===== config.mk =====
export PLATFORM = sky130hd
export DESIGN_NAME = cau_controller
export DESIGN_NICKNAME = d
export VERILOG_FILES = /design/src/rtl/cau_pkg.sv /design/src/rtl/cau_controller.sv
export SDC_FILE = /design/constraint.sdc
export NUM_CORES = 1
export LEC_CHECK = 0
export BUFFER_PORTS_ARGS = -buffer_cell sky130_fd_sc_hd__buf_2
export CAP_MARGIN = 20
export CORE_MARGIN = 8
export CORE_UTILIZATION = 32
export DETAILED_ROUTE_END_ITERATION = 10
export GPL_TIMING_DRIVEN = 0
export PLACE_DENSITY = 0.5
export SLEW_MARGIN = 20
export SYNTH_ARGS = -nofsm -noshare
export SYNTH_HDL_FRONTEND = slang
export SYNTH_SLANG_ARGS = --single-unit

===== constraint.sdc =====
create_clock -name clk -period 2.8 [get_ports clk]
set_input_delay 0.42 -clock clk [delete_from_list [all_inputs] [get_ports clk]]
set_output_delay 0.42 -clock clk [all_outputs]
set_load 0.01 [all_outputs]

===== src/rtl/cau_pkg.sv =====
// cau_pkg: shared widths, codes, beat structs and control types for the
// complex arithmetic unit; used by every module in rtl/
`timescale 1ns / 1ps

package cau_pkg;

  localparam int DATA_BITS    = 32;
  localparam int FRAC_BITS    = 16;
  localparam int MAX_EXPONENT = 63;
  localparam int KIND_W       = 3;
  localparam int EXP_W        = 6;
  localparam int STAT_W       = 2;

  localparam int PROD_W = 2 * DATA_BITS;
  localparam int ACC_W  = PROD_W + 2;
  localparam int NUM_W  = PROD_W + FRAC_BITS + 1;
  localparam int CNT_W  = $clog2(NUM_W + 1);
  localparam int LEFT_W = $clog2(MAX_EXPONENT + 1);

  localparam logic [KIND_W-1:0] KIND_ADD = 3'd0;
  localparam logic [KIND_W-1:0] KIND_SUB = 3'd1;
  localparam logic [KIND_W-1:0] KIND_MUL = 3'd2;
  localparam logic [KIND_W-1:0] KIND_DIV = 3'd3;
  localparam logic [KIND_W-1:0] KIND_POW = 3'd4;

  localparam logic [STAT_W-1:0] STAT_OK   = 2'd0;
  localparam logic [STAT_W-1:0] STAT_OVF  = 2'd1;
  localparam logic [STAT_W-1:0] STAT_DIVZ = 2'd2;

  typedef struct packed {
    logic [KIND_W-1:0]           kind;
    logic signed [DATA_BITS-1:0] a_re;
    logic signed [DATA_BITS-1:0] a_im;
    logic signed [DATA_BITS-1:0] b_re;
    logic signed [DATA_BITS-1:0] b_im;
    logic [EXP_W-1:0]            exponent;
  } cmd_t;

  typedef struct packed {
    logic signed [DATA_BITS-1:0] res_re;
    logic signed [DATA_BITS-1:0] res_im;
    logic [STAT_W-1:0]           status;
  } rsp_t;

  typedef enum logic [2:0] {
    ST_IDLE, ST_MUL, ST_DRAIN, ST_ROUND, ST_DIV_PREP, ST_DIV, ST_DIV_FIN
  } state_t;

  typedef enum logic [2:0] {
    RES_ADD, RES_SUB, RES_ZERO, RES_DIVZ, RES_A, RES_RND, RES_QUO
  } res_sel_t;

  typedef enum logic [1:0] {SRC_CR, SRC_CI, SRC_YR, SRC_YI} src_t;
  typedef enum logic [1:0] {TGT_RE, TGT_IM, TGT_DEN} tgt_t;

  typedef struct packed {
    src_t src_x;
    src_t src_y;
    tgt_t tgt;
    logic sub;
  } step_t;

  typedef struct packed {
    logic     load;
    logic     y_from_a;
    logic     mul_en;
    step_t    step;
    logic     round;
    logic     div_init;
    logic     div_step;
    logic     finish;
    res_sel_t res_sel;
  } ctl_t;

  typedef struct packed {
    logic b_zero;
  } sts_t;

endpackage


===== src/rtl/cau_controller.sv =====
// cau_controller: sequencer that walks the multiply steps, rounding passes
// and divider iterations for one beat; depends on cau_pkg
`timescale 1ns / 1ps

module cau_controller import cau_pkg::*; (
  input  logic              clk,
  input  logic              rst,
  input  logic              start,
  input  logic [KIND_W-1:0] kind,
  input  logic [EXP_W-1:0]  exponent,
  input  sts_t              sts,
  output ctl_t              ctl,
  output logic              busy,
  output logic              done
);

  state_t            state, state_next;
  logic [2:0]        step_idx, step_idx_next;
  logic              is_div, is_div_next;
  logic [LEFT_W-1:0] left, left_next;
  logic [CNT_W-1:0]  cnt, cnt_next;
  logic [LEFT_W-1:0] e_eff;

  // multiply/power: (cr*yr - ci*yi, cr*yi + ci*yr)
  // divide: den = yr^2 + yi^2, re = cr*yr + ci*yi, im = ci*yr - cr*yi
  function automatic step_t step_of(input logic dv, input logic [2:0] idx);
    step_t s;
    s = '{src_x: SRC_CR, src_y: SRC_YR, tgt: TGT_RE, sub: 1'b0};
    if (!dv) begin
      case (idx)
        3'd0:    s = '{src_x: SRC_CR, src_y: SRC_YR, tgt: TGT_RE, sub: 1'b0};
        3'd1:    s = '{src_x: SRC_CI, src_y: SRC_YI, tgt: TGT_RE, sub: 1'b1};
        3'd2:    s = '{src_x: SRC_CR, src_y: SRC_YI, tgt: TGT_IM, sub: 1'b0};
        default: s = '{src_x: SRC_CI, src_y: SRC_YR, tgt: TGT_IM, sub: 1'b0};
      endcase
    end else begin
      case (idx)
        3'd0:    s = '{src_x: SRC_YR, src_y: SRC_YR, tgt: TGT_DEN, sub: 1'b0};
        3'd1:    s = '{src_x: SRC_YI, src_y: SRC_YI, tgt: TGT_DEN, sub: 1'b0};
        3'd2:    s = '{src_x: SRC_CR, src_y: SRC_YR, tgt: TGT_RE, sub: 1'b0};
        3'd3:    s = '{src_x: SRC_CI, src_y: SRC_YI, tgt: TGT_RE, sub: 1'b0};
        3'd4:    s = '{src_x: SRC_CI, src_y: SRC_YR, tgt: TGT_IM, sub: 1'b0};
        default: s = '{src_x: SRC_CR, src_y: SRC_YI, tgt: TGT_IM, sub: 1'b1};
      endcase
    end
    return s;
  endfunction

  assign e_eff = (int'(exponent) > MAX_EXPONENT) ? LEFT_W'(MAX_EXPONENT) : LEFT_W'(exponent);
  assign busy  = (state != ST_IDLE);

  always_ff @(posedge clk) begin
    if (rst) begin
      state    <= ST_IDLE;
      step_idx <= '0;
      is_div   <= 1'b0;
      left     <= '0;
      cnt      <= '0;
      done     <= 1'b0;
    end else begin
      state    <= state_next;
      step_idx <= step_idx_next;
      is_div   <= is_div_next;
      left     <= left_next;
      cnt      <= cnt_next;
      done     <= ctl.finish;
    end
  end

  always_comb begin
    state_next    = state;
    step_idx_next = step_idx;
    is_div_next   = is_div;
    left_next     = left;
    cnt_next      = cnt;
    ctl           = '0;
    ctl.step      = step_of(is_div, step_idx);
    ctl.res_sel   = RES_ZERO;
    case (state)
      ST_IDLE: begin
        if (start) begin
          ctl.load      = 1'b1;
          step_idx_next = '0;
          is_div_next   = 1'b0;
          left_next     = LEFT_W'(1);
          case (kind)
            KIND_ADD: begin
              ctl.finish  = 1'b1;
              ctl.res_sel = RES_ADD;
            end
            KIND_SUB: begin
              ctl.finish  = 1'b1;
              ctl.res_sel = RES_SUB;
            end
            KIND_MUL: state_next = ST_MUL;
            KIND_DIV: begin
              if (sts.b_zero) begin
                ctl.finish  = 1'b1;
                ctl.res_sel = RES_DIVZ;
              end else begin
                is_div_next = 1'b1;
                state_next  = ST_MUL;
              end
            end
            KIND_POW: begin
              ctl.y_from_a = 1'b1;
              if (e_eff < LEFT_W'(2)) begin
                ctl.finish  = 1'b1;
                ctl.res_sel = RES_A;
              end else begin
                left_next  = e_eff - LEFT_W'(1);
                state_next = ST_MUL;
              end
            end
            default: begin
              ctl.finish  = 1'b1;
              ctl.res_sel = RES_ZERO;
            end
          endcase
        end
      end
      ST_MUL: begin
        ctl.mul_en = 1'b1;
        if (step_idx == (is_div ? 3'd5 : 3'd3)) begin
          step_idx_next = '0;
          state_next    = ST_DRAIN;
        end else begin
          step_idx_next = step_idx + 3'd1;
        end
      end
      // last product lands in its accumulator here
      ST_DRAIN: state_next = is_div ? ST_DIV_PREP : ST_ROUND;
      ST_ROUND: begin
        ctl.round = 1'b1;
        if (left == LEFT_W'(1)) begin
          ctl.finish  = 1'b1;
          ctl.res_sel = RES_RND;
          state_next  = ST_IDLE;
        end else begin
          left_next  = left - LEFT_W'(1);
          state_next = ST_MUL;
        end
      end
      ST_DIV_PREP: begin
        ctl.div_init = 1'b1;
        cnt_next     = CNT_W'(NUM_W);
        state_next   = ST_DIV;
      end
      ST_DIV: begin
        ctl.div_step = 1'b1;
        cnt_next     = cnt - CNT_W'(1);
        if (cnt == CNT_W'(1)) begin
          state_next = ST_DIV_FIN;
        end
      end
      ST_DIV_FIN: begin
        ctl.finish  = 1'b1;
        ctl.res_sel = RES_QUO;
        state_next  = ST_IDLE;
      end
      default: state_next = ST_IDLE;
    endcase
  end

`ifndef SYNTHESIS
  a_done_idle: assert property (@(posedge clk) disable iff (rst)
    done |-> (state == ST_IDLE))
    else $error("result strobe outside idle");
  a_step_range: assert property (@(posedge clk) disable iff (rst)
    (state == ST_MUL) |-> (step_idx <= (is_div ? 3'd5 : 3'd3)))
    else $error("multiply step index out of range");
  a_add_one: assert property (@(posedge clk) disable iff (rst)
    (start && !busy && (kind == KIND_ADD)) |=> (done && !busy))
    else $error("add did not finish in one cycle");
  a_left_nz: assert property (@(posedge clk) disable iff (rst)
    (state == ST_ROUND) |-> (left != '0))
    else $error("rounding pass with no multiplies left");
`endif

endmodule


==> flow_summary.ini <==
[outcome]
status = finished, final reports clean

[placement]
io_buffers = 30
place_area_mm2 = 0.00180
gp_congestion = 0.804
post-dp-hpwl_mm = 3.28
placed_cells_incl_taps = 303

[min_path]
hold_path.class = flop to flop
holdPathStages = 1

[sta]
hold_viol_final = 0
fin_crit_ps = 2340
period_share_pct = 83.5
rsz0062_at_grt = no
relSlewSlack_pct = 61.2
tns_ps = 0
drv_slew = 0
tightest_slew_ps = 582
max_freq_ghz = 0.428
clock_skew_ps = 9.26
setup_violations = 0

[power_and_ir_drop]
p_sw_uw = 270
peakVddDrop_v = 0.000191
power_density_mw_per_mm2 = 426
power_frac_seq_pct = 41.8
comb_power_share_pct = 32.6
p_sw_share_pct = 34.3
power.leakage_uw = 0.000763
internal_power_uw = 517
pwr-share-clk_pct = 25.6

[final_layout]
register_area_um2 = 420
fillCellCount = 519
multiInputGateArea_mm2 = 0.00102
area_growth_pct = 17.8
finalInstanceArea_mm2 = 0.00185
num_antenna_cells = 0
drive_above_1_share_pct = 22.1
final_cells = 307
num-nets-final = 263

[clocking]
cts_buffer_depth = 2
cts_buffers = 3
clockRootBuffer = clkbuf_8
cts_tree = built
htree_levels = 1
hold_buffers = 0
cts.sinks = 21
path_clk_slew_ps = 80
clock_latency_ps = 260
cts_setup_buffers = 0
ctsResizeCount = 0

[die]
die_h_um = 86.1
fp.dieArea_mm2 = 0.00740
pin_count = 32
placementRows = 25
die-width_um = 86.1
core_mm2 = 0.00472
initial_utilization_pct = 33.2

[yosys]
async_flop_share_pct = 0
ys_types = 53
syn_inst = 206
synth_warnings = 0
synth-edff-count = 0
synth_flop_cell = dfxtp_1
synth.cell_area_mm2 = 0.00157
synth_seq_area_share_pct = 26.8
synth_seq_cells = 21
synth_nets = 228
synth.avg_cell_area_um2 = 7.62

[worst_setup_path]
crit_type = flop to output port
critPathMaxFanout = 9
endpoint_kind = output port
rrSetupSlack_ps = 1040
required_ps = 2380
start_kind = flop
arrival_ps = 1920
rr_worst_depth = 5

[routing]
dr.pass1.iters = 4
ant_nets = 0
vias = 1601
routedWlPerCell_um = 13.9
viasPerCell = 5.21
drt_first_iter_violations = 74
drcViolationCount = 0
wl_mm = 4.25

[global_route]
grt_max_degree = 12
grt_pass1_wl_mm = 7.33
antenna_found_initial = 0
grt_pass1_vias = 1589
grt_use_total_pct = 11.9
grt_overflow = 0

[flow_run]
maxCapViolCount = 0
==> cell families (layout without fill, tap and decap cells) <==
kind of cell | count (synthesis) | count (layout) | synth area share (%)
compound gates | 55 | 55 | 24.2
other cells | 1 | 1 | 0.239
mux | 2 | 2 | 1.43
flops | 21 | 21 | 26.8
xor+xnor | 5 | 5 | 2.79
fa+ha+maj | 9 | 9 | 7.17
buf+inv | 31 | 65 | 8.21
simple gates | 82 | 82 | 29.2
==> cells in the final DEF, fill, tap and decap left out, types with 2 or more instances in the layout <==
cell	netlist	layout
a211oi_1	3	3
a21oi_1	14	14
a31oi_1	3	3
a32oi_1	3	3
buf_2	4	34
buf_4	2	2
clkbuf_1	5	6
clkbuf_8	0	3
dfxtp_1	21	21
ha_1	9	9
inv_1	19	19
mux2_2	2	2
nand2_1	8	8
nand2b_1	4	4
nand3_1	3	3
nand3b_1	2	2
nand4_1	2	2
nor2_1	27	27
nor2b_1	3	3
nor3_1	10	10
nor4_1	3	3
nor4_2	2	2
o21ai_0	14	14
o22ai_1	3	3
o32ai_1	3	3
or3_1	4	4
or3b_2	3	3
xnor2_1	2	2
xor2_1	3	3
==> power groups by stage <==
stage	Combinational [uW]	Sequential, uW	Clock [uW]
after floorplan	175	332	0
after global placement	257	336	0
after detailed placement	255	335	0
after CTS	256	328	212
after global routing	288	331	224
final	257	329	201
==> cells in the mapped netlist (2+ instances only) <==
cell       n  area share (%)
a211oi_1   3             1.4
a21oi_1   14             4.5
a31oi_1    3             1.2
a32oi_1    3             1.7
buf_2      4             1.3
buf_4      2            0.96
clkbuf_1   5             1.2
dfxtp_1   21              27
ha_1       9             7.2
inv_1     19             4.5
mux2_2     2             1.4
nand2_1    8             1.9
nand2b_1   4             1.6
nand3_1    3            0.96
nand3b_1   2            0.96
nand4_1    2            0.80
nor2_1    27             6.5
nor2b_1    3             1.2
nor3_1    10             3.2
nor4_1     3             1.2
nor4_2     2             1.6
o21ai_0   14             4.5
o22ai_1    3             1.2
o32ai_1    3             1.7
or3_1      4             1.6
or3b_2     3             1.7
xnor2_1    2             1.1
xor2_1     3             1.7
==> path summary, 6_finish.rpt <==
kind / startpoint / endpoint
worst min register to register: cnt[0] / cnt[0]
worst max-delay path: step_idx[0] / ctl[10]
worst max register to register: state[2] / left[1]
worst min-delay path: cnt[0] / cnt[0]
==> layer usage <==
| layer | share of wire [%] | global-route usage (%) | vias to the layer above |
|---|---|---|---|
| met5 | 0 | 0 | - |
| met3 | 7.4 | 3.44 | 2 |
| met2 | 42 | 18.9 | 41 |
| li1 | - | - | 813 |
| met1 | 50 | 14.8 | 745 |
| met4 | 0.56 | 4.30 | 0 |
==> sequential cells by signal, indices dropped and copies added (netlist names) <==
register,count
cnt,7
done,1
is_div,1
left,6
state,3
step_idx,3
==> per-stage QoR <==
step / setup WS [ps] / util [%] / hold slack (ps) / power (uW)
floorplan: 918 / - / 450 / 507
global placement: 714 / 38.2 / 475 / 592
detailed placement: 712 / 38.2 / 480 / 590
CTS: 465 / 39.2 / 492 / 796
global route: 292 / 39.2 / 518 / 843
finish: 461 / 39.2 / 493 / 787
==> area by class of cell <==
type                       count  area share [%]
multi-input combinational    154            55.2
inverter                      20            4.06
tap                           67            4.53
timing repair buffer          30            8.12
sequential                    21            22.7
buffer                        11            2.91
clock buffer                   4            2.44
==> critical path, cell delays in order, from the launching register on <==
cell and delay [ps]:
dfxtp_1 500, inv_1 110, ha_1 240, nor3_1 190
nor2_1 50, or3_1 330, o21ai_0 80, buf_2 150
Note: power is estimated with default switching activity, not from simulation.
